<file path="src/hdl/i2da_pkg.sv">
// Shared constants for the binary to decimal ASCII converter.
// No dependencies.
package i2da_pkg;
  localparam int unsigned WORD_BITS = 64;
  localparam logic [7:0] CHAR_ZERO = 8'h30;
  localparam logic [7:0] CHAR_MINUS = 8'h2D;
  localparam logic [3:0] DIGIT_ADD_LIMIT = 4'd5;
  localparam logic [3:0] DIGIT_ADD = 4'd3;
endpackage

</file>
<file path="src/hdl/i2da_if.sv">


interface i2da_out_if;
  logic       valid;
  logic       ready;
  logic [7:0] character;
  logic       last;
  modport source (output valid, character, last, input ready);
  modport sink (input valid, character, last, output ready);
endinterface

</file>
<file path="src/hdl/i2da_serializer.sv">
// Emits sign and digits of one converted word as ASCII beats.
// Depends on i2da_pkg and i2da_out_if.
module i2da_serializer import i2da_pkg::*; #(
  parameter int unsigned DIGITS = 20
) (
  input  logic                clk,
  input  logic                rst,
  input  logic                load_valid,
  input  logic                load_neg,
  input  logic [4*DIGITS-1:0] load_bcd,
  output logic                take,
  i2da_out_if.source          out
);
  localparam int unsigned IW = $clog2(DIGITS);

  logic                busy;
  logic                minus_pending;
  logic [IW-1:0]       idx;
  logic [4*DIGITS-1:0] bcd;
  logic [IW-1:0]       top_idx;
  logic                emit;

  assign take = !busy;
  assign emit = busy && (!out.valid || out.ready);

  // Find the most significant nonzero digit
  always_comb begin
    top_idx = '0;
    for (int d = 0; d < DIGITS; d++) begin
      if (load_bcd[4*d +: 4] != 4'd0) begin
        top_idx = IW'(d);
      end
    end
  end

  // Load a word, then step down through its digits
  always_ff @(posedge clk) begin
    if (rst) begin
      busy <= 1'b0;
      out.valid <= 1'b0;
    end else begin
      if (out.valid && out.ready && !emit) begin
        out.valid <= 1'b0;
      end
      if (!busy && load_valid) begin
        busy <= 1'b1;
      end else if (emit) begin
        out.valid <= 1'b1;
        if (!minus_pending && idx == '0) begin
          busy <= 1'b0;
        end
      end
    end
    if (!busy && load_valid) begin
      bcd <= load_bcd;
      minus_pending <= load_neg;
      idx <= top_idx;
    end else if (emit) begin
      if (minus_pending) begin
        minus_pending <= 1'b0;
        out.character <= CHAR_MINUS;
        out.last <= 1'b0;
      end else begin
        out.character <= CHAR_ZERO | {4'd0, bcd[4*idx +: 4]};
        out.last <= (idx == '0);
        if (idx != '0) begin
          idx <= idx - 1'b1;
        end
      end
    end
  end

  a_idx_range: assert property (@(posedge clk) disable iff (rst)
    busy |-> (32'(idx) < DIGITS)) else $error("digit index out of range");
  a_last_ends: assert property (@(posedge clk) disable iff (rst)
    (emit && !minus_pending && idx == '0) |=> (!busy && out.valid && out.last))
    else $error("final digit not marked last");
  a_minus_first: assert property (@(posedge clk) disable iff (rst)
    (emit && minus_pending) |=> (busy && out.character == CHAR_MINUS && !out.last))
    else $error("sign beat misplaced");
endmodule

</file>
<file path="src/flat_wrapper.sv">
// flat-port wrapper written by rule: the top's interface ports become plain ports
module i2da_serializer_flat import i2da_pkg::*;
#(
  parameter int unsigned DIGITS = 20
)
  (clk, rst, load_valid, load_neg, load_bcd, take, out_valid, out_character, out_last, out_ready);
  i2da_out_if out_i ();
  input  logic clk;
  input  logic rst;
  input  logic load_valid;
  input  logic load_neg;
  input  logic [4*DIGITS-1:0] load_bcd;
  output logic take;
  output wire logic [$bits(out_i.valid)-1:0] out_valid;
  output wire logic [$bits(out_i.character)-1:0] out_character;
  output wire logic [$bits(out_i.last)-1:0] out_last;
  input wire logic [$bits(out_i.ready)-1:0] out_ready;
  assign out_valid = out_i.valid;
  assign out_character = out_i.character;
  assign out_last = out_i.last;
  assign out_i.ready = out_ready;
  i2da_serializer #(.DIGITS(DIGITS)) u_core (.clk(clk), .rst(rst), .load_valid(load_valid), .load_neg(load_neg), .load_bcd(load_bcd), .take(take), .out(out_i));
endmodule
</file>
<file path="config.mk">
export PLATFORM = sky130hd
export DESIGN_NAME = i2da_serializer_flat
export DESIGN_NICKNAME = d
export VERILOG_FILES = /design/src/hdl/i2da_pkg.sv /design/src/hdl/i2da_if.sv /design/src/hdl/i2da_serializer.sv /design/src/flat_wrapper.sv
export SDC_FILE = /design/constraint.sdc
export NUM_CORES = 1
export LEC_CHECK = 0
export BUFFER_PORTS_ARGS = -buffer_cell sky130_fd_sc_hd__buf_2
export CAP_MARGIN = 25
export CORE_ASPECT_RATIO = 0.6
export CORE_MARGIN = 2
export CORE_UTILIZATION = 45
export CTS_CLUSTER_SIZE = 28
export DETAILED_ROUTE_END_ITERATION = 8
export GPL_ROUTABILITY_DRIVEN = 1
export PLACE_DENSITY_LB_ADDON = 0.1
export REMOVE_ABC_BUFFERS = 1
export SETUP_SLACK_MARGIN = 0.05
export SYNTH_ARGS = -nofsm -noshare
export SYNTH_HDL_FRONTEND = slang
export SYNTH_SLANG_ARGS = --single-unit
</file>
<file path="constraint.sdc">
create_clock -name clk -period 8.07 [get_ports clk]
set_input_delay 1.614 -clock clk [delete_from_list [all_inputs] [get_ports clk]]
set_output_delay 1.614 -clock clk [all_outputs]
set_load 0.005 [all_outputs]
</file>
---- Yosys cells after proc, flatten, opt, wreduce, memory -nomap -nowiden ----
Index checks and enable logic that the tools add are counted.
W data, S select, Z words.
storage, ports and cells
  bits in registers ....................... 97
  input bits .............................. 85
  output and inout bits ................... 11
  word-level logic and storage cells ...... 81
operators by class
  $add $sub $neg .......................... 1
  eq/ne operators ......................... 1
  shift operators ......................... 1
  mux-type cells .......................... 32
  bitwise gates (word level) .............. 1
  reduce and logical (&&, ||, !) cells .... 37
operators with widths
  kind                   number
  $mux W5                23
  $shiftx A80 B8 Y4      1
  $reduce_bool A4 Y1     19
  $mux W1                9
  $reduce_bool A2 Y1     3
  $logic_and A1 B1 Y1    5
  $logic_not A5 Y1       1
  $reduce_bool A5 Y1     1
  $sub A5 B1 Y5 const B  1
  $logic_not A1 Y1       4
  $reduce_and A2 Y1      2
  $reduce_and A3 Y1      1
  $ne A2 B2 Y1 const B   1
  $logic_or A1 B1 Y1     1
  $not A1 Y1             1

---- Logic depth before layout (Yosys ltp) ----
Gate-level depths: netlist of the first run.
  depth in word-level cells ............... 21
  gate-level depth with buffers ........... 8
  mapped depth without buffers ............ 5

---- Worst setup path after synthesis of the first run ----
No wires, ideal clock.
  path kind ............................... input port to flip-flop
  start ................................... input port load_valid
  end ..................................... register u_core.idx[3], data pin
  setup time .............................. 0.338 ns
  data arrival time ....................... 3.685 ns
  setup slack ............................. 4.047 ns
  stages .................................. 4
  path buffers ............................ 1
  cell sequence ........................... nand2b_1 > clkbuf_1 > inv_1 > o22ai_1
between the ends
  word-level cells in the longest chain between the ends .. 2
ends and longest elaborated chain
  item                  line                   source
  start, declared       flat_wrapper.sv:10     input logic load_valid;
  $logic_and A1 B1 Y1   i2da_serializer.sv:54  if (!busy && load_valid) begin
  $mux W5               i2da_serializer.sv:54
  end signal, assigned  i2da_serializer.sv:57  idx <= top_idx;
  end signal, assigned  i2da_serializer.sv:67  idx <= idx - 1'b1;
  end, declared         i2da_serializer.sv:18  logic [IW-1:0] idx;
No other way between the ends.
A chain may end at the register's enable or synchronous reset.

---- Worst setup path after layout of the first run ----
Ends and elaborated chain as after synthesis.

==> results.yml, run 1 <==
setup_path:
  cp_max_fo: 74
  cp.required_ps: 8120
  arrival_ps: 3230
  cp_slowest_cell: "buf_4"
  critPathBufInv: 3
  critPathKind: "input pin to flop"
  worst_setup_path_end_kind: "flop"
  cp_cell_sequence: "buf_2 > nand2b_1 > inv_2 > buf_4 > o22ai_1"
  slowest_delay_ps: 740
  crit_family: "buffers and inverters"
  start_kind: "input pin"
synth:
  synth_xor_xnor_area_share_pct: 0.6526
  yosys.area_share.simple_pct: 9.229
  synth_mux_area_share_pct: 12.18
  avgSynthCellArea_um2: 16.85
  synth-seq-area-share_pct: 69.61
  synth-seq-cells: 94
  synth-compound-area-share_pct: 4.786
  ys.warnings.count: 0
  synth_top_family_by_area: "multiplexers"
  ys_types: 42
  synth_area_um2: 4026
  synth-adder-area-share_pct: 0.6215
  syn_inst: 239
clocking:
  post_cts_resize_count: 0
  cts_setup_buffers: 0
  tritoncts: "built"
  clockBufferDepth: 2
  ctsRootBufferMaster: "clkbuf_16"
  clk-insertion-delay-late_ps: 340
  cts_sinks: 94
  path_clk_slew_ps: 60
  numCtsBuffers: 9
  cts-hold-fix-buffers: 0
  cts_max_level: 3
detailed_routing:
  drt-total-wl_um: 8606
  drtAntennaViolNets: 0
  vias_per_cell: 5.559
  wirelength_met1_um: 4095
  top_layer: "met4"
  drtIter0Drc: 170
  first_pass_iters: 4
  route.met2.wl_um: 3573
  route.detailed.drc: 0
  wl_met3_um: 845
  wl_per_cell_um: 19.17
  vias: 2496
floorplan:
  initial_core_util_pct: 46.88
  core_um2: 8588
  die_h_um: 77.27
  rows: 26
  die_area_um2: 9745
  die_x_um: 126.1
  ios: 96
outcome:
  outcome: "completed"
cells_and_area:
  n_fill_cell: 716
  area_growth_pct: 20.17
  n_antenna_cell: 0
  drive_gt1_share_pct: 39.17
  nNetsFinal: 419
  utilization_pct: 56.34
  mostFrequentLayoutCells: "92 x buf_2, 92 x edfxtp_1, 21 x nand2_1"
global_route:
  grt_pass1_vias: 2440
  grt_max_degree: 75
  grt-ovfl-total: 0
  antenna_found_initial: 0
  grt_use_total_pct: 18.79
  grt_pass1_wl_um: 13460
timing:
  tightest_slew_ps: 931.9
  tns_ps: 0
  final.setup.worst_slack_ps: 4890
  finalSetupViolations: 0
  period_minus_slack_ps: 3180
  max_freq_ghz: 0.3145
  finalCritPeriodShare_pct: 39.40
  slew_headroom_pct: 37.35
  finClkSkew_ps: 5.043
  hold_viol_final: 0
  finalMaxSlewViolations: 0
  hold_slack_ps: 490.4
  grt_setup_unrepaired: "no"
power_and_ir_drop:
  power.density_nw_per_um2: 232.0
  leakagePower_uw: 0.001748
  vdd_ir_drop_max_v: 0.0001537
placement:
  port_buffers: 92
  gp_congestion: 0.8061
  dp_hpwl_um: 6350
  pre_cts_slack_ps: 4518
job:
  cap_violations: 0
worst_hold_path:
  hp-class: "flop to flop"
worst register-to-register path: stages, from the launching register on:
cell and delay (ps):
edfxtp_1 740, buf_4 400, inv_1 110, ha_1 200, nor4b_1 170, o31ai_1 800
cell usage after synthesis:
master / number / area, um2
nand3_1: 2 / 10.01
mux2i_1: 4 / 40.04
nor3_1: 4 / 20.02
buf_2: 4 / 20.02
a211o_1: 1 / 8.760
or4_4: 2 / 22.52
a311oi_1: 2 / 17.52
nor2_1: 10 / 37.54
a2111oi_0: 1 / 8.760
nand2b_1: 4 / 25.02
o211ai_2: 1 / 12.51
xor2_1: 1 / 8.760
or4_1: 8 / 60.06
a21boi_1: 1 / 7.510
a31o_1: 1 / 8.760
nor3b_1: 1 / 7.510
a31oi_1: 4 / 25.02
inv_2: 1 / 3.750
dfxtp_1: 2 / 40.04
edfxtp_1: 92 / 2763
and2_1: 2 / 12.51
nand3b_1: 1 / 7.510
inv_1: 5 / 18.77
o211ai_1: 1 / 7.510
o22ai_1: 2 / 12.51
o21ai_0: 1 / 5.000
conb_1: 2 / 7.510
nor4_1: 12 / 75.07
buf_4: 3 / 22.52
o21ai_1: 2 / 10.01
a221oi_2: 1 / 15.01
nand2_1: 21 / 78.83
xnor2_1: 2 / 17.52
clkbuf_1: 3 / 11.26
o311ai_1: 3 / 26.28
a21oi_1: 4 / 20.02
nor2b_1: 1 / 6.260
o31ai_1: 1 / 7.510
buf_6: 3 / 33.78
nor4b_1: 1 / 8.760
mux4_2: 20 / 450.4
ha_1: 2 / 25.02
stage by stage:
step | total power (uW) | cell area [um2] | std cells
after floorplan | 671.7 | 3943 | 227
after global placement | 727.9 | 4558 | 433
after detailed placement | 729.7 | 4558 | 433
after CTS | 1136 | 4838 | 449
after global routing | 1165 | 4838 | 449
final | 1123 | 4838 | 449
final timing paths:
check                            from                           to  slack [ps]  cells past startpoint
max                        load_valid      u_core.idx[3]$_DFFE_PP_        4890                      5
min          u_core.busy$_SDFFE_PP0P_  u_core.out.valid$_SDFF_PP0_         490                      2
max reg2reg   u_core.idx[0]$_DFFE_PP_      u_core.idx[2]$_DFFE_PP_        5270                      5
min reg2reg  u_core.busy$_SDFFE_PP0P_  u_core.out.valid$_SDFF_PP0_         490                      2
power by group:
| part | internal [uW] | leakage, uW | switching [uW] |
|---|---|---|---|
| Clock | 239 | 0.000138 | 165 |
| Sequential | 575 | 0.000893 | 24.5 |
| Combinational | 60.4 | 0.000717 | 58.2 |
| Total | 875 | 0.00175 | 248 |
cells by family (layout without fill, tap and decap cells):
| logic type | count (synthesis) | count (layout) |
|---|---|---|
| flops | 94 | 94 |
| simple gates | 69 | 69 |
| compound gates | 26 | 26 |
| mux | 24 | 24 |
| buf+inv | 19 | 116 |
| xor+xnor | 3 | 3 |
| fa+ha+maj | 2 | 2 |
| other cells | 2 | 3 |
final cells by class:
| type | count | area (um2) | share of cell area, % |
|---|---|---|---|
| clock buffer | 13 | 240.2 | 4.965 |
| tap | 112 | 140.1 | 2.896 |
| clock inverter | 3 | 40.04 | 0.8275 |
| multi-input combinational | 127 | 1117 | 23.09 |
| inverter | 6 | 22.52 | 0.4655 |
| timing repair buffer | 94 | 475.5 | 9.827 |
| sequential | 94 | 2803 | 57.93 |
registers in the layout, indices dropped and copies added, names as in the netlist:
register              flops
u_core.idx                5
u_core.out.valid          1
u_core.bcd               80
u_core.busy               1
u_core.minus_pending      1
u_core.out.last           1
u_core.out.character      5
per-layer routing:
layer / GRT usage, % / vias up
met5: 0 / -
met4: 5.934 / 0
met3: 6.490 / 8
met2: 25.00 / 105
met1: 28.80 / 1229
li1: - / 1154
Power figures use the tool's default switching activity.
==> run 2, diff against run 1 <==
clock period = 2.84 ns   (was 8.07 ns; I/O delays follow)
==> results.yml, run 2 (synthesized netlist as in run 1, its figures left out) <==
cells_and_area:
  design_area_um2: 4901
  utilization_pct: 57.07
  regMostFlops: "u_core.bcd"
  multiInputGateArea_um2: 1117
  largest_register_ffs: 80
  n_antenna_cell: 0
  area_growth_pct: 21.72
  mostFrequentLayoutCells: "92 x buf_2, 92 x edfxtp_1, 21 x nand2_1"
  regArea_um2: 2803
  largest_registers: "u_core.bcd (80), u_core.idx (5), u_core.out.character (5)"
  nNetsFinal: 424
  drive_gt1_share_pct: 40.18
  n_fill_cell: 741
  stdcell_count: 453
floorplan:
  rows: 26
  die_x_um: 126.1
  initial_core_util_pct: 46.88
  die_area_um2: 9745
  die_h_um: 77.27
  core_um2: 8588
  ios: 96
detailed_routing:
  drtAntennaViolNets: 0
  first_pass_iters: 4
  drtIter0Drc: 243
  route.detailed.drc: 0
  vias_per_cell: 5.523
  wl_per_cell_um: 19.59
  vias: 2502
  drt-total-wl_um: 8874
clocking:
  cts-hold-fix-buffers: 0
  post_cts_resize_count: 0
  clk-insertion-delay-late_ps: 340
  tritoncts: "built"
  cts_sinks: 94
  numCtsBuffers: 9
  cts_max_level: 3
  clockBufferDepth: 2
  ctsRootBufferMaster: "clkbuf_16"
  cts_setup_buffers: 0
  path_clk_slew_ps: 60
setup_path:
  worst_setup_path_end_kind: "flop"
  r2r_cells: 4
  cp_slowest_cell: "o31ai_1"
  critPathLaunch: "u_core.idx[0]$_DFFE_PP_"
  endpoint: "u_core.idx[0]$_DFFE_PP_"
  reg2reg_from: "u_core.idx[0]$_DFFE_PP_"
  cp_max_fo: 7
  worst-path-stages: 4
  reg2reg_slack_ps: 600
  critPathKind: "flop to flop"
  critPathBufInv: 1
  crit_family: "compound AO/OA/AOI/OAI gates"
  rr_endpoint: "u_core.idx[0]$_DFFE_PP_"
  cp_cell_sequence: "inv_1 > ha_1 > nor4b_1 > o31ai_1"
  start_kind: "flop"
  cp.required_ps: 2810
  arrival_ps: 2200
  slowest_delay_ps: 770
placement:
  dp.cells: 438
  dp_hpwl_um: 6518
  gp_congestion: 0.7909
  place_area_um2: 4621
  port_buffers: 92
power_and_ir_drop:
  switchingPower_uw: 714.0
  power_frac_seq_pct: 52.5
  leakagePower_uw: 0.001781
  clockPowerShare_pct: 35.8
  power_frac_comb_pct: 11.7
  vdd_ir_drop_max_v: 0.0003688
  power.total_uw: 3205
  swShare_pct: 22.28
  intPower_uw: 2491
  power.density_nw_per_um2: 653.9
job:
  cap_violations: 0
global_route:
  grt_pass1_wl_um: 13990
  grt-ovfl-total: 0
  grt_pass1_vias: 2520
  grt_max_degree: 76
  antenna_found_initial: 0
  grt_use_total_pct: 19.47
timing:
  grt_setup_unrepaired: "no"
  period_minus_slack_ps: 2238
  max_freq_ghz: 0.4469
  tightest_slew_ps: 920.4
  finalCritPeriodShare_pct: 78.80
  finalMaxSlewViolations: 0
  slew_headroom_pct: 38.12
  finClkSkew_ps: 6.547
  hold_slack_ps: 402.4
  hold_viol_final: 0
  finalSetupViolations: 0
outcome:
  outcome: "completed"
worst_hold_path:
  hp-class: "input pin to flop"
  min_path_cells: 1
==> run 2: changes by cell type in the layout (fill, tap and decap cells not counted) <==
cell      previous run  this run
clkinv_1             0         2
clkinv_2             2         1
buf_12               0         2
clkinv_4             0         1
buf_4                2         5
clkbuf_1             4         1
==> run 2: layout make-up <==
type                    instances  share of cell area [%]
inverters                       6                  0.4595
clock inverters                 5                   1.047
flip-flops and latches         94                   57.19
repair buffers                 99                   10.98
clock buffers                  10                   4.672
well taps                     112                   2.859
multi-input cells             127                   22.80
==> run 2: worst min-delay path by stage <==
stage | slack [ps] | start | end
final | 400 | load_bcd[1] | u_core.bcd[1]$_DFFE_PP_
after CTS | 390 | load_bcd[2] | u_core.bcd[2]$_DFFE_PP_
after detailed placement | 480 | u_core.busy$_SDFFE_PP0P_ | u_core.out.valid$_SDFF_PP0_
after floorplan | 480 | u_core.busy$_SDFFE_PP0P_ | u_core.out.valid$_SDFF_PP0_
after global placement | 470 | u_core.busy$_SDFFE_PP0P_ | u_core.out.valid$_SDFF_PP0_
after global routing | 390 | load_bcd[3] | u_core.bcd[3]$_DFFE_PP_
==> run 2: per-layer routing <==
layer	up-vias	wire length, um	global-route usage, %	share of wire [%]
li1	1164	-	-	-
met2	99	3688	26.51	42
met4	0	101	5.275	1.1
met1	1228	4440	30.53	50
met5	-	0	0	0
met3	11	644	5.513	7.3
==> run 2: power groups by stage <==
| stage | registers, uW | clock network (uW) | logic (uW) |
|---|---|---|---|
| 2_1_floorplan | 1720 | 0 | 190 |
| 3_3_place_gp | 1710 | 0 | 376 |
| 3_5_place_dp | 1710 | 0 | 380 |
| 4_1_cts | 1680 | 1170 | 381 |
| 5_1_grt | 1690 | 1230 | 411 |
| 6_report | 1680 | 1150 | 375 |
==> run 2: worst register-to-register path: cells and delay by family, from the launching register on <==
family	cells	cell delay, ps
DFF	1	600
adders and majority gates	1	210
AOI/OAI and AO/OA	1	770
buffers and inverters	1	120
and+or+nand+nor	1	170
==> run 2: stage by stage <==
stage          setup TNS [ps]  setup slack [ps]
4_1_cts                     0             590.2
3_5_place_dp                0             499.1
3_3_place_gp                0             453.4
5_1_grt                     0             418.4
6_report                    0             602.2
2_1_floorplan          -92.33            -92.33
==> run 3, diff against run 2 <==
clock period = 2.26 ns   (was 2.84 ns; I/O delays follow)
==> results.yml, run 3 (synthesized netlist as in run 1, its figures left out) <==
outcome:
  outcome: "completed"
clocking:
  clockBufferDepth: 2
  post_cts_resize_count: 0
  cts_max_level: 3
  cts_setup_buffers: 0
  cts_sinks: 94
  clk-insertion-delay-late_ps: 340
  ctsRootBufferMaster: "clkbuf_16"
  numCtsBuffers: 9
  path_clk_slew_ps: 60
  cts-hold-fix-buffers: 0
  tritoncts: "built"
power_and_ir_drop:
  power.density_nw_per_um2: 818.6
  vdd_ir_drop_max_v: 0.0004765
  leakagePower_uw: 0.001834
  power.total_uw: 4086
timing:
  finalSetupViolations: 0
  tightest_slew_ps: 494.1
  grt_setup_unrepaired: "no"
  finalCritPeriodShare_pct: 85.89
  hold_viol_final: 0
  finalMaxSlewViolations: 0
  period_minus_slack_ps: 1941
  finClkSkew_ps: 6.400
  slew_headroom_pct: 66.76
  max_freq_ghz: 0.5152
floorplan:
  die_h_um: 77.27
  die_x_um: 126.1
  initial_core_util_pct: 46.88
  core_um2: 8588
  rows: 26
  die_area_um2: 9745
  ios: 96
placement:
  port_buffers: 92
  place_area_um2: 4693
  gp_congestion: 0.8758
  dp_hpwl_um: 6581
setup_path:
  start_kind: "flop"
  r2r_cells: 6
  cp.required_ps: 2350
  cp_max_fo: 13
  critPathKind: "flop to flop"
  arrival_ps: 2030
  worst_setup_path_end_kind: "flop"
cells_and_area:
  largest_registers: "u_core.bcd (80), u_core.idx (5), u_core.out.character (5)"
  area_growth_pct: 23.96
  regMostFlops: "u_core.bcd"
  n_antenna_cell: 0
  mostFrequentLayoutCells: "92 x buf_2, 92 x edfxtp_1, 21 x nand2_1"
  largest_register_ffs: 80
  nNetsFinal: 432
  drive_gt1_share_pct: 42.29
  design_area_um2: 4991
global_route:
  grt_pass1_vias: 2488
  grt-ovfl-total: 0
  antenna_found_initial: 0
  grt_pass1_wl_um: 13550
  grt_use_total_pct: 18.80
  grt_max_degree: 49
detailed_routing:
  drtAntennaViolNets: 0
  vias: 2525
  drtIter0Drc: 209
  route.detailed.drc: 0
  wl_per_cell_um: 18.75
  drt-total-wl_um: 8663
  vias_per_cell: 5.465
  first_pass_iters: 4
job:
  cap_violations: 0
worst_hold_path:
  hp-class: "input pin to flop"
  min_path_cells: 2
run 3: power breakdown:
| group | internal, uW | switching, uW | total (uW) | leakage (uW) |
|---|---|---|---|---|
| logic | 245 | 239 | 484 | 0.000797 |
| registers | 2050 | 65.0 | 2120 | 0.000893 |
| clock network | 860 | 626 | 1490 | 0.000144 |
| total | 3160 | 929 | 4090 | 0.00183 |
run 3: area by class of cell:
class | instances | area [um2]
Clock buffer | 9 | 225.2
Clock inverter | 7 | 72.57
Fill cell | 693 | 3597
Inverter | 6 | 22.52
Multi-Input combinational cell | 127 | 1117
Sequential cell | 94 | 2803
Tap cell | 112 | 140.1
Timing Repair Buffer | 107 | 610.6
run 3: worst paths after layout:
| path | from | endpoint | slack [ps] |
|---|---|---|---|
| setup / recovery | u_core.idx[0]$_DFFE_PP_ | u_core.out.character[1]$_SDFFCE_PP0P_ | 320 |
| hold / removal | rst | u_core.out.valid$_SDFF_PP0_ | 280 |
| setup reg to reg | u_core.idx[0]$_DFFE_PP_ | u_core.out.character[1]$_SDFFCE_PP0P_ | 320 |
| hold reg to reg | u_core.busy$_SDFFE_PP0P_ | u_core.out.valid$_SDFF_PP0_ | 490 |
run 3: layer usage:
| layer | GRT usage (%) | vias up | part of all wire [%] |
|---|---|---|---|
| met4 | 5.934 | 0 | 1.3 |
| met1 | 29.92 | 1223 | 50 |
| met2 | 24.84 | 106 | 41 |
| met5 | 0 | - | 0 |
| met3 | 5.094 | 10 | 7.9 |
| li1 | - | 1186 | - |
run 3: per-stage QoR:
step	std cells	hold slack, ps	util (%)	worst slack (ps)	setup TNS (ps)
2_1_floorplan	227	481.9	-	-556.3	-36580
3_3_place_gp	446	472.5	54.65	197.7	0
3_5_place_dp	446	475.4	54.65	201.3	0
4_1_cts	462	272.5	58.11	321.6	0
5_1_grt	462	271.2	58.11	169.8	0
6_report	462	282.1	58.11	319.0	0
run 3: critical path, stage by stage (launching register included):
cell and delay [ps]:
edfxtp_1 390, buf_12 180, mux4_2 560, nor3b_1 210, a2111oi_0 100, a31oi_1 190, nor2_1 50
