## src/hdl/i2da_pkg.sv

```systemverilog
// Shared constants for the binary to decimal ASCII converter.
// No dependencies.
package i2da_pkg;
  localparam int unsigned WORD_BITS = 64;
  localparam logic [7:0] CHAR_ZERO = 8'h30;
  localparam logic [7:0] CHAR_MINUS = 8'h2D;
  localparam logic [3:0] DIGIT_ADD_LIMIT = 4'd5;
  localparam logic [3:0] DIGIT_ADD = 4'd3;
endpackage

```

## src/hdl/i2da_dabble_stage.sv

```systemverilog
// One registered shift-add-3 step of the binary to BCD pipeline.
// Depends on i2da_pkg.
module i2da_dabble_stage import i2da_pkg::*; #(
  parameter int unsigned VALUE_WIDTH = 64,
  parameter int unsigned DIGITS = 20
) (
  input  logic                     clk,
  input  logic                     rst,
  input  logic                     advance,
  input  logic                     valid_in,
  input  logic                     neg_in,
  input  logic [4*DIGITS-1:0]      bcd_in,
  input  logic [VALUE_WIDTH-1:0]   bin_in,
  output logic                     valid,
  output logic                     neg,
  output logic [4*DIGITS-1:0]      bcd,
  output logic [VALUE_WIDTH-1:0]   bin
);
  logic [4*DIGITS-1:0] adj;

  // Add three to each digit of five or more
  always_comb begin
    for (int d = 0; d < DIGITS; d++) begin
      if (bcd_in[4*d +: 4] >= DIGIT_ADD_LIMIT) begin
        adj[4*d +: 4] = bcd_in[4*d +: 4] + DIGIT_ADD;
      end else begin
        adj[4*d +: 4] = bcd_in[4*d +: 4];
      end
    end
  end

  // Shift the next binary bit into the digits
  always_ff @(posedge clk) begin
    if (rst) begin
      valid <= 1'b0;
    end else if (advance) begin
      valid <= valid_in;
    end
    if (advance) begin
      neg <= neg_in;
      bcd <= {adj[4*DIGITS-2:0], bin_in[VALUE_WIDTH-1]};
      bin <= {bin_in[VALUE_WIDTH-2:0], 1'b0};
    end
  end
endmodule

```

## config.mk

```make
export PLATFORM = sky130hd
export DESIGN_NAME = i2da_dabble_stage
export DESIGN_NICKNAME = d
export VERILOG_FILES = /design/src/hdl/i2da_pkg.sv /design/src/hdl/i2da_dabble_stage.sv
export SDC_FILE = /design/constraint.sdc
export NUM_CORES = 1
export LEC_CHECK = 0
export BUFFER_PORTS_ARGS = -buffer_cell sky130_fd_sc_hd__buf_2
export CAP_MARGIN = 10
export CELL_PAD_IN_SITES_DETAIL_PLACEMENT = 0
export CELL_PAD_IN_SITES_GLOBAL_PLACEMENT = 1
export CORE_MARGIN = 5
export CORE_UTILIZATION = 36
export CTS_CLUSTER_SIZE = 28
export DETAILED_ROUTE_END_ITERATION = 8
export GPL_TIMING_DRIVEN = 1
export MAX_ROUTING_LAYER = met4
export PLACE_DENSITY_LB_ADDON = 0.1
export SLEW_MARGIN = 20
export SYNTH_ARGS = -nofsm -noshare
export SYNTH_HDL_FRONTEND = slang
export SYNTH_SLANG_ARGS = --single-unit
export TNS_END_PERCENT = 100
```

## constraint.sdc

```tcl
create_clock -name clk -period 1.2 [get_ports clk]
set_input_delay 0.06 -clock clk [delete_from_list [all_inputs] [get_ports clk]]
set_output_delay 0.06 -clock clk [all_outputs]
set_load 0.01 [all_outputs]
```

# Yosys cells after proc, flatten, opt, wreduce, memory -nomap -nowiden
# Index checks and enable logic that the tools add are counted.
# op_classes
add_sub_neg	20
order_cmp	20
n_mux	20
# ops
operator	n
$ge A4 B3 Y1 const B	20
$add A4 B2 Y4 const B	19
$mux W4	19
$add A3 B2 Y3 const B	1
$mux W3	1
# word_totals
regBits	145
inputBits	149
output_inout_bits	146
word_cells	64

# Depth between registers and ports, before layout
# Gate-level depths: netlist of the first run.
# logic_depth
ltp_word	2
mapped_depth	5
depth_no_buf	5

# Least setup slack after synthesis of the first run
# No wires, ideal clock.
# synth_path
kind	input port to flip-flop
start	input port bcd_in[9]
end	register bcd[10], data pin
setup_time_ns	0.261
t_arrival_ns	0.679
path_slack_ns	0.261
path_stages	5
path_buffers	0
path_cell_list	inv_1 ha_1 nand2b_1 a21oi_2 mux2i_1
# synth_between
elab_chain_cells	2
word_cells_on_any_way	3
classes_between	1 x add/sub; 1 x order compare; 1 x mux
# synth_rtl
item	line_no	rtl
start: declaration	i2da_dabble_stage.sv:12	input logic [4*DIGITS-1:0] bcd_in,
$add A4 B2 Y4 or $ge A4 B3 Y1 (tied branches)	i2da_dabble_stage.sv:25, i2da_dabble_stage.sv:24	
$mux W4 (*)	i2da_dabble_stage.sv:24	if (bcd_in[4*d +: 4] >= DIGIT_ADD_LIMIT) begin
via adj[9]	i2da_dabble_stage.sv:19	logic [4*DIGITS-1:0] adj;
end signal: assignment	i2da_dabble_stage.sv:41	bcd <= {adj[4*DIGITS-2:0], bin_in[VALUE_WIDTH-1]};
end: declaration	i2da_dabble_stage.sv:16	output logic [4*DIGITS-1:0] bcd,
# Mark *: on every way through the listed nets, which the timed path passes. The rest lies on a longest branch.
# A chain may end at the register's enable or synchronous reset.

# Worst setup path after layout of the first run
# layout_path
start	input port bcd_in[39]
end	register bcd[39], data pin
# layout_between
elab_chain_cells	2
# layout_rtl
item	line_no
$ge A4 B3 Y1	i2da_dabble_stage.sv:24
$mux W4	i2da_dabble_stage.sv:24
via adj[38]	i2da_dabble_stage.sv:19
# The timed path passes the listed nets, and every way through them passes these cells.

==> impl_metrics.prom, run 1 <==
# TYPE chip_impl_metric gauge
chip_impl_info{name="status",value="completed"} 1
chip_impl_metric{name="grt_remaining_overflow",unit=""} 0
chip_impl_metric{name="worst_ir_drop_vdd",unit="V"} 0.000922
chip_impl_metric{name="drt_first_iter_violations",unit=""} 169
chip_impl_info{name="ys.flop_type",value="edfxtp_1"} 1
chip_impl_metric{name="antenna_found_initial",unit=""} 1
chip_impl_info{name="cts.root.buffer_cell",value="clkbuf_16"} 1
chip_impl_metric{name="slew_violations",unit=""} 0
chip_impl_metric{name="worst_hold_path_cell_count",unit=""} 2
chip_impl_metric{name="post_drt_wl_per_cell",unit="um"} 14.2
chip_impl_metric{name="fin_crit",unit="ns"} 1.17
chip_impl_info{name="yosys.area.top_type",value="edfxtp_1"} 1
chip_impl_metric{name="grt_pass1_wl",unit="um"} 24600
chip_impl_metric{name="r2r.worst_path.cells",unit=""} 3
chip_impl_metric{name="timing_hold_violations_final",unit=""} 0
chip_impl_metric{name="path_depth",unit=""} 4
chip_impl_metric{name="worstPathRequired",unit="ns"} 1.36
chip_impl_info{name="hp-class",value="in2reg"} 1
chip_impl_metric{name="drtAntennaViolNets",unit=""} 0
chip_impl_metric{name="groute.usage.overall",unit=""} 0.160
chip_impl_metric{name="setup_viol",unit=""} 0
chip_impl_metric{name="htreeDepth",unit=""} 4
chip_impl_metric{name="synth_cell_types",unit=""} 14
chip_impl_metric{name="grt_util_met2",unit=""} 0.276
chip_impl_metric{name="pwrdens",unit="nW/um^2"} 1350
chip_impl_info{name="slowest_stage",value="dlygate4sd3_1"} 1
chip_impl_metric{name="fin_util",unit=""} 0.578
chip_impl_metric{name="synthesis.instances",unit=""} 465
chip_impl_metric{name="leakage",unit="nW"} 4.50
chip_impl_metric{name="seq_area_frac_synth",unit=""} 0.681
chip_impl_metric{name="die-width",unit="um"} 143
chip_impl_metric{name="number_of_buffers_added_for_setup_after_cts",unit=""} 0
chip_impl_metric{name="cts.reportedPaths.clkPinSlew",unit="ns"} 0.06
chip_impl_info{name="timing.critical_path.from",value="bcd_in[39]"} 1
chip_impl_metric{name="cts_num_sinks",unit=""} 145
chip_impl_metric{name="rows",unit=""} 48
chip_impl_metric{name="pin_count_of_the_biggest_net_entering_global_routing",unit=""} 45
chip_impl_metric{name="fin_total_pwr",unit="mW"} 13.5
chip_impl_metric{name="wirelength",unit="um"} 16100
chip_impl_info{name="crit_path_start_kind",value="input pin"} 1
chip_impl_metric{name="worst_ep_arrival_time",unit="ns"} 1.33
chip_impl_info{name="worst_min_delay_path_startpoint",value="bcd_in[12]"} 1
chip_impl_metric{name="synth_top_area_frac",unit=""} 0.678
chip_impl_metric{name="met3_capacity_usage_during_global_routing",unit=""} 0.0445
chip_impl_metric{name="die_area",unit="sq um"} 20500
chip_impl_info{name="tritoncts",value="done"} 1
chip_impl_metric{name="dieHeight",unit="um"} 143
chip_impl_metric{name="worst_clock_skew",unit="ns"} 0
chip_impl_metric{name="dp_hpwl",unit="um"} 12200
chip_impl_info{name="critical-path-top-delay-family",value="buffers and inverters"} 1
chip_impl_metric{name="finalSetupTns",unit="ns"} 0
chip_impl_info{name="grt_busiest_layer",value="met2"} 1
chip_impl_metric{name="grt_pass1_vias",unit=""} 5116
chip_impl_metric{name="vias_per_cell",unit=""} 4.32
chip_impl_metric{name="worst_skew_pair.late_latency",unit="ns"} 0.40
chip_impl_metric{name="routability_driven_placement_congestion_ratio",unit=""} 0.825
chip_impl_metric{name="synth_edf_count",unit=""} 144
chip_impl_metric{name="detail_route.first_pass.iterations",unit=""} 4
chip_impl_info{name="worst_path_cell_chain",value="dlygate4sd3_1 > nand2_1 > nand2_1 > dlygate4sd3_1"} 1
chip_impl_metric{name="synth-async-reset-ratio",unit=""} 0
chip_impl_metric{name="crit_buf_inv",unit=""} 2
chip_impl_metric{name="coreArea",unit="sq um"} 17400
chip_impl_metric{name="fillerInstances",unit=""} 1486
chip_impl_metric{name="worst_hold_slack",unit="ns"} 0.0224
chip_impl_metric{name="synth.cell_area",unit="sq um"} 6380
chip_impl_info{name="r2r-start",value="valid"} 1
chip_impl_metric{name="remaining_design_rule_violation_count",unit=""} 0
chip_impl_info{name="path_class",value="in2reg"} 1
chip_impl_info{name="top_cells_by_area_in_the_synthesized_netlist",value="edfxtp_1 (68%), ha_1 (7.8%), nand2_1 (4.7%)"} 1
chip_impl_metric{name="synth_area_per_cell",unit="sq um"} 13.7
chip_impl_metric{name="start_util",unit=""} 0.367
chip_impl_metric{name="timing.max_cap.violations",unit=""} 0
chip_impl_metric{name="postSynthNetCount",unit=""} 654
chip_impl_metric{name="cts_bufs_inserted",unit=""} 17
chip_impl_metric{name="max_stage_delay",unit="ns"} 0.60
chip_impl_metric{name="clockBufferDepth",unit=""} 2
chip_impl_metric{name="worstPathMaxFanout",unit=""} 4
chip_impl_metric{name="synthesis.yosys.warnings",unit=""} 0
chip_impl_metric{name="final_worst_path_cycle_share",unit=""} 0.976
chip_impl_metric{name="via_count",unit=""} 4920
chip_impl_metric{name="drive_above_1_share",unit=""} 0.371
chip_impl_metric{name="port-buffer-count",unit=""} 293
chip_impl_metric{name="synth_seq_cells",unit=""} 145
chip_impl_metric{name="finalNetCount",unit=""} 1089
chip_impl_metric{name="fmaxAchievable",unit="MHz"} 854
chip_impl_info{name="timing.critical_path.to_type",value="flop"} 1
chip_impl_metric{name="synthToLayoutAreaGrowth",unit="%"} 57.4
chip_impl_metric{name="pin_count",unit=""} 295
chip_impl_info{name="grt_setup_unrepaired",value="no"} 1
chip_impl_metric{name="use_met1",unit=""} 0.173
-- layout make-up --
type	count	area [sq um]	share of cell area
clock buffers	19	433	0.0431
diodes	1	2.50	0.000249
flip-flops and latches	145	4340	0.433
inverters	40	150	0.0150
multi-input cells	279	1890	0.189
well taps	225	282	0.0281
repair buffers	417	2790	0.278
clock inverters	13	144	0.0143
-- power breakdown --
| group | total, mW | switching (mW) | internal (mW) | leakage [nW] |
|---|---|---|---|---|
| clock | 5.18 | 1.95 | 3.23 | 0.277 |
| combinational | 2.09 | 1.06 | 1.03 | 2.80 |
| sequential | 6.23 | 0.108 | 6.12 | 1.41 |
| total | 13.5 | 3.12 | 10.4 | 4.50 |
-- per-stage QoR --
stage | instance area [sq um] | cells | setup slack [ns]
finish | 10000 | 1139 | 0.0286
global route | 10000 | 1139 | 0.0129
CTS | 10000 | 1144 | 0.0116
detailed placement | 8200 | 986 | 0.0579
global placement | 8200 | 986 | 0.0829
floorplan | 6380 | 465 | 0.261
-- path summary, 6_finish.rpt --
path	endpoint	slack [ns]
setup / recovery	bcd[39]	0.03
hold / removal	bcd[13]	0.02
setup reg to reg	valid	0.04
hold reg to reg	valid	1.06
-- metal layers --
layer / part of all wire / vias up / wire, um
met2: 0.52 / 173 / 8320
met3: 0.086 / 20 / 1390
met4: 0.021 / 0 / 340
li1: - / 2493 / -
met5: 0 / - / 0
met1: 0.38 / 2234 / 6090
-- sequential cells by signal, summed over array words and instances (netlist names) --
| register | flops |
|---|---|
| valid | 1 |
| neg | 1 |
| bin | 63 |
| bcd | 80 |
-- cell usage in the layout, fill, tap and decap left out, types with 4 or more instances in the layout --
cell / Yosys / layout
o21ai_1: 19 / 19
edfxtp_1: 144 / 144
nor2_1: 21 / 21
mux2i_1: 21 / 21
a21oi_2: 20 / 19
clkbuf_16: 0 / 17
inv_1: 40 / 40
nand2b_1: 39 / 38
nand2_1: 79 / 79
buf_2: 0 / 286
o21ai_0: 19 / 19
dlygate4sd3_1: 0 / 125
buf_12: 0 / 4
ha_1: 40 / 39
clkinv_1: 0 / 4
xnor2_1: 20 / 20
-- logic make-up after synthesis --
logic type	count (synthesis)	share of synthesized area
xor gates and xnor gates	20	0.0275
other	1	0.000588
buffers and inverters	41	0.0247
and+or+nand+nor	139	0.0971
muxes	21	0.0330
adders and majority gates	40	0.0785
DFF	145	0.681
AOI/OAI and AO/OA	58	0.0573
-- cell usage after synthesis, types with 19 or more instances --
cell and number:
edfxtp_1 144, nand2_1 79, ha_1 40, inv_1 40, nand2b_1 39, mux2i_1 21, nor2_1 21, a21oi_2 20
xnor2_1 20, o21ai_0 19, o21ai_1 19
-- timing repair --
item                                    CTS  global route
endpoints found under the setup margin    0             8
hold endpoints to repair                129             0
gates resized for setup                   0             4
hold buffers                            126             0
(Power assumes the default switching activity.)
==> run 2: changes to the inputs <==
Settings changed: CORE_UTILIZATION 36 to 32.
==> impl_metrics.prom, run 2 (synthesis results as in run 1) <==
# TYPE chip_impl_metric gauge
chip_impl_info{name="status",value="completed"} 1
chip_impl_metric{name="clockBufferDepth",unit=""} 2
chip_impl_metric{name="finalWorstSetupSlack",unit="ns"} 0.0354
chip_impl_metric{name="fin_crit",unit="ns"} 1.16
chip_impl_metric{name="pre_cts_ws",unit="ns"} 0.0209
chip_impl_metric{name="detail_route.first_pass.iterations",unit=""} 4
chip_impl_metric{name="grt_remaining_overflow",unit=""} 0
chip_impl_metric{name="finalNetCount",unit=""} 1092
chip_impl_metric{name="worstPathRequired",unit="ns"} 1.36
chip_impl_metric{name="number_of_buffers_added_for_setup_after_cts",unit=""} 0
chip_impl_metric{name="cts.reportedPaths.clkPinSlew",unit="ns"} 0.06
chip_impl_info{name="grt_setup_unrepaired",value="no"} 1
chip_impl_metric{name="post_layout_nonfiller_instances",unit=""} 1183
chip_impl_metric{name="slew_violations",unit=""} 0
chip_impl_metric{name="setup_viol",unit=""} 0
chip_impl_metric{name="pin_count_of_the_biggest_net_entering_global_routing",unit=""} 42
chip_impl_metric{name="fillerInstances",unit=""} 1759
chip_impl_metric{name="start_util",unit=""} 0.327
chip_impl_metric{name="seq_area",unit="sq um"} 4350
chip_impl_metric{name="grt_pass1_vias",unit=""} 5172
chip_impl_metric{name="antenna_found_initial",unit=""} 1
chip_impl_info{name="layout_commonest_cell",value="buf_2"} 1
chip_impl_metric{name="remaining_design_rule_violation_count",unit=""} 0
chip_impl_metric{name="worstPathMaxFanout",unit=""} 4
chip_impl_metric{name="via_count",unit=""} 4987
chip_impl_metric{name="timing_hold_violations_final",unit=""} 0
chip_impl_metric{name="coreArea",unit="sq um"} 19500
chip_impl_metric{name="worst_clock_skew",unit="ns"} 0
chip_impl_metric{name="htreeDepth",unit=""} 4
chip_impl_metric{name="grt_pass1_wl",unit="um"} 25400
chip_impl_info{name="timing.critical_path.to_type",value="flop"} 1
chip_impl_metric{name="worst_skew_pair.late_latency",unit="ns"} 0.41
chip_impl_metric{name="post_drt_wl_per_cell",unit="um"} 14.1
chip_impl_metric{name="groute.usage.overall",unit=""} 0.149
chip_impl_metric{name="fmaxAchievable",unit="MHz"} 859
chip_impl_metric{name="port-buffer-count",unit=""} 293
chip_impl_metric{name="postPlaceCellArea",unit="sq um"} 8260
chip_impl_metric{name="fin_util",unit=""} 0.519
chip_impl_info{name="cts.root.buffer_cell",value="clkbuf_16"} 1
chip_impl_metric{name="vias_per_cell",unit=""} 4.22
chip_impl_metric{name="routability_driven_placement_congestion_ratio",unit=""} 0.795
chip_impl_metric{name="fin_total_pwr",unit="mW"} 13.7
chip_impl_metric{name="multiInputGateArea",unit="sq um"} 1890
chip_impl_metric{name="place.detailed.instances",unit=""} 1027
chip_impl_metric{name="rows",unit=""} 51
chip_impl_metric{name="timing.max_cap.violations",unit=""} 0
chip_impl_info{name="path_class",value="in2reg"} 1
chip_impl_metric{name="fin_area",unit="sq um"} 10100
chip_impl_metric{name="drtAntennaViolNets",unit=""} 0
chip_impl_metric{name="pin_count",unit=""} 295
chip_impl_metric{name="pwrdens",unit="nW/um^2"} 1350
chip_impl_metric{name="die-width",unit="um"} 151
chip_impl_metric{name="cts_num_sinks",unit=""} 145
chip_impl_info{name="tritoncts",value="done"} 1
chip_impl_metric{name="largest_reg_flops",unit=""} 80
chip_impl_metric{name="dieHeight",unit="um"} 151
chip_impl_info{name="hp-class",value="in2reg"} 1
chip_impl_metric{name="leakage",unit="nW"} 4.52
chip_impl_metric{name="cts_bufs_inserted",unit=""} 17
chip_impl_metric{name="die_area",unit="sq um"} 22800
chip_impl_metric{name="wirelength",unit="um"} 16700
chip_impl_metric{name="finalSetupTns",unit="ns"} 0
chip_impl_metric{name="worst_ir_drop_vdd",unit="V"} 0.000903
chip_impl_metric{name="drt_first_iter_violations",unit=""} 167
chip_impl_info{name="mostFrequentLayoutCells",value="buf_2 (286), edfxtp_1 (144), dlygate4sd3_1 (126)"} 1
chip_impl_metric{name="worst_hold_slack",unit="ns"} 0.0383
chip_impl_metric{name="final_worst_path_cycle_share",unit=""} 0.970
chip_impl_info{name="largest_registers",value="bcd x80, bin x63"} 1
chip_impl_metric{name="drive_above_1_share",unit=""} 0.377
chip_impl_metric{name="dp_hpwl",unit="um"} 12700
chip_impl_info{name="crit_path_start_kind",value="input pin"} 1
chip_impl_metric{name="synthToLayoutAreaGrowth",unit="%"} 59.0
chip_impl_info{name="max_flop_register",value="bcd"} 1
chip_impl_metric{name="worst_ep_arrival_time",unit="ns"} 1.33
==> run 2: area by class of cell <==
cell class | count | share of cell area
Multi-Input combinational cell | 279 | 0.187
Tap cell | 265 | 0.0327
Sequential cell | 145 | 0.429
Clock buffer | 19 | 0.0427
Antenna cell | 2 | 0.000494
Timing Repair Buffer | 420 | 0.278
Inverter | 40 | 0.0148
Clock inverter | 13 | 0.0160
==> run 2: worst paths after layout <==
kind	startpoint	endpoint	slack, ns	cells after the start
worst max-delay path	bcd_in[31]	bcd[31]	0.04	4
worst min register to register	valid	valid	0.50	2
worst min-delay path	bcd_in[45]	bcd[46]	0.04	3
worst max register to register	valid	valid	0.60	2
==> run 2: routing by layer <==
metal  vias to the layer above  track usage  wire length (um)
li1                       2504            -                 -
met1                      2246        0.166              6740
met2                       216        0.241              7820
met3                        21       0.0631              1820
met4                         0       0.0517               329
met5                         -            -                 0
==> run 2: critical path, stage by stage <==
cell	delay, ns
dlygate4sd3_1	0.60
nand2_1	0.08
nand2_1	0.05
dlygate4sd3_1	0.54
==> run 2: power by group <==
| group | internal, mW | switching [mW] |
|---|---|---|
| logic | 1.04 | 1.07 |
| registers | 6.12 | 0.111 |
| clock network | 3.27 | 2.06 |
| total | 10.4 | 3.24 |
==> run 2: repair_timing <==
| item | CTS | global route |
|---|---|---|
| endpoints found under the hold margin | 132 | 1 |
| hold buffers | 128 | 1 |
| setup endpoints to repair | 0 | 10 |
| gates resized for setup | 0 | 6 |
==> run 3: changes to the inputs <==
Settings changed: REMOVE_ABC_BUFFERS from default to 1.
==> impl_metrics.prom, run 3 (synthesis results as in run 1) <==
# TYPE chip_impl_metric gauge
chip_impl_info{name="status",value="completed"} 1
chip_impl_metric{name="groute.usage.overall",unit=""} 0.149
chip_impl_metric{name="die_area",unit="sq um"} 22800
chip_impl_metric{name="grt_pass1_vias",unit=""} 5159
chip_impl_info{name="path_class",value="in2reg"} 1
chip_impl_metric{name="grt_remaining_overflow",unit=""} 0
chip_impl_metric{name="synthToLayoutAreaGrowth",unit="%"} 59.0
chip_impl_metric{name="fmaxAchievable",unit="MHz"} 835
chip_impl_metric{name="worst_ep_arrival_time",unit="ns"} 1.36
chip_impl_info{name="r2r-start",value="valid"} 1
chip_impl_metric{name="pin_count_of_the_biggest_net_entering_global_routing",unit=""} 31
chip_impl_metric{name="dieHeight",unit="um"} 151
chip_impl_metric{name="final_worst_path_cycle_share",unit=""} 0.998
chip_impl_metric{name="worst_ir_drop_vdd",unit="V"} 0.000947
chip_impl_metric{name="drt_first_iter_violations",unit=""} 126
chip_impl_metric{name="wirelength",unit="um"} 16700
chip_impl_metric{name="post_layout_nonfiller_instances",unit=""} 1186
chip_impl_metric{name="largest_reg_flops",unit=""} 80
chip_impl_metric{name="routability_driven_placement_congestion_ratio",unit=""} 0.769
chip_impl_metric{name="fin_total_pwr",unit="mW"} 13.8
chip_impl_metric{name="pwrdens",unit="nW/um^2"} 1360
chip_impl_metric{name="port-buffer-count",unit=""} 293
chip_impl_metric{name="setup_viol",unit=""} 0
chip_impl_metric{name="rows",unit=""} 51
chip_impl_metric{name="finalNetCount",unit=""} 1097
chip_impl_info{name="timing.critical_path.from",value="bcd_in[23]"} 1
chip_impl_metric{name="worst_clock_skew",unit="ns"} 0
chip_impl_metric{name="met3_length",unit="um"} 1350
chip_impl_metric{name="dp_hpwl",unit="um"} 12500
chip_impl_metric{name="r2r.worst_path.cells",unit=""} 2
chip_impl_metric{name="fin_util",unit=""} 0.519
chip_impl_metric{name="timing.max_cap.violations",unit=""} 0
chip_impl_metric{name="slew_violations",unit=""} 0
chip_impl_metric{name="leakage",unit="nW"} 4.52
chip_impl_metric{name="pin_count",unit=""} 295
chip_impl_metric{name="finalSetupTns",unit="ns"} 0
chip_impl_info{name="grt_setup_unrepaired",value="no"} 1
chip_impl_metric{name="detail_route.first_pass.iterations",unit=""} 4
chip_impl_metric{name="post_drt_wl_per_cell",unit="um"} 14.1
chip_impl_metric{name="seq_area",unit="sq um"} 4340
chip_impl_info{name="timing.critical_path.to_type",value="flop"} 1
chip_impl_info{name="top_signal_layer_used",value="met4"} 1
chip_impl_metric{name="vias_per_cell",unit=""} 4.20
chip_impl_metric{name="route.met2.wl",unit="um"} 8310
chip_impl_metric{name="via_count",unit=""} 4981
chip_impl_metric{name="clockBufferDepth",unit=""} 2
chip_impl_metric{name="place.detailed.instances",unit=""} 1033
chip_impl_metric{name="cts.reportedPaths.clkPinSlew",unit="ns"} 0.06
chip_impl_info{name="layout_commonest_cell",value="buf_2"} 1
chip_impl_metric{name="pre_cts_ws",unit="ns"} 0.0600
chip_impl_info{name="r2r-end",value="valid"} 1
chip_impl_metric{name="rrSetupSlack",unit="ns"} 0.63
chip_impl_info{name="largest_registers",value="bcd x80, bin x63"} 1
chip_impl_info{name="hp-class",value="in2reg"} 1
chip_impl_metric{name="finalWorstSetupSlack",unit="ns"} 0.00290
chip_impl_metric{name="timing_hold_violations_final",unit=""} 0
chip_impl_metric{name="start_util",unit=""} 0.327
chip_impl_info{name="tritoncts",value="done"} 1
chip_impl_metric{name="cts_num_sinks",unit=""} 145
chip_impl_metric{name="cts_bufs_inserted",unit=""} 17
chip_impl_metric{name="drtAntennaViolNets",unit=""} 0
chip_impl_metric{name="drive_above_1_share",unit=""} 0.382
chip_impl_metric{name="die-width",unit="um"} 151
chip_impl_metric{name="n_diodes",unit=""} 0
chip_impl_info{name="crit_path_start_kind",value="input pin"} 1
chip_impl_info{name="mostFrequentLayoutCells",value="buf_2 (286), edfxtp_1 (144), dlygate4sd3_1 (127)"} 1
chip_impl_metric{name="antenna_found_initial",unit=""} 0
chip_impl_metric{name="worst_skew_pair.late_latency",unit="ns"} 0.41
chip_impl_metric{name="grt_pass1_wl",unit="um"} 25300
chip_impl_metric{name="worstPathMaxFanout",unit=""} 4
chip_impl_metric{name="remaining_design_rule_violation_count",unit=""} 0
chip_impl_metric{name="fin_crit",unit="ns"} 1.20
chip_impl_info{name="cts.root.buffer_cell",value="clkbuf_16"} 1
chip_impl_metric{name="multiInputGateArea",unit="sq um"} 1880
chip_impl_info{name="max_flop_register",value="bcd"} 1
chip_impl_metric{name="worstPathRequired",unit="ns"} 1.36
chip_impl_info{name="timing.critical_path.to",value="bcd[23]"} 1
chip_impl_metric{name="fillerInstances",unit=""} 1777
chip_impl_metric{name="wirelength_met1",unit="um"} 6800
chip_impl_metric{name="htreeDepth",unit=""} 4
chip_impl_metric{name="coreArea",unit="sq um"} 19500
[run 3: worst min-delay path by stage]
stage / startpoint / endpoint / slack, ns / cells past startpoint
floorplan: rst / valid / 0.13 / 1
global placement: rst / valid / 0.22 / 2
detailed placement: rst / valid / 0.22 / 2
CTS: bcd_in[77] / bcd[78] / 0.005 / 3
global route: advance / bcd[66] / 0.01 / 1
finish: advance / bcd[66] / 0.02 / 1
[run 3: cell type report]
class	count	share of cell area
sequential	145	0.429
inverter	40	0.0148
tap	265	0.0327
clock buffer	17	0.0420
clock inverter	15	0.0178
multi-input combinational	279	0.186
timing repair buffer	425	0.278
[run 3: critical path, cell delays in order]
cell and delay [ns]:
dlygate4sd3_1 0.53, buf_2 0.14, nand2_1 0.05, nand2_1 0.04, dlygate4sd3_1 0.54
[run 3: what timing repair did]
item	in CTS	in global routing
endpoints found under the setup margin	0	9
hold buffers	127	1
buffers inserted	0	0
gates resized for setup	0	2
endpoints found under the hold margin	125	1
[run 3: report_power, final]
part | internal [mW] | total (mW) | switching, mW
logic | 1.04 | 2.10 | 1.06
registers | 6.12 | 6.23 | 0.107
clock network | 3.29 | 5.42 | 2.14
[run 3: through the flow]
step                instance area, sq um  hold WS (ns)
finish                             10100        0.0220
global route                       10100        0.0108
CTS                                10200       0.00471
detailed placement                  8280         0.220
global placement                    8280         0.222
floorplan                           6370         0.132
[run 3: per-layer routing]
metal | global-route usage | up-vias
li1 | - | 2511
met1 | 0.167 | 2261
met2 | 0.253 | 193
met3 | 0.0446 | 16
met4 | 0.0512 | 0
met5 | - | -
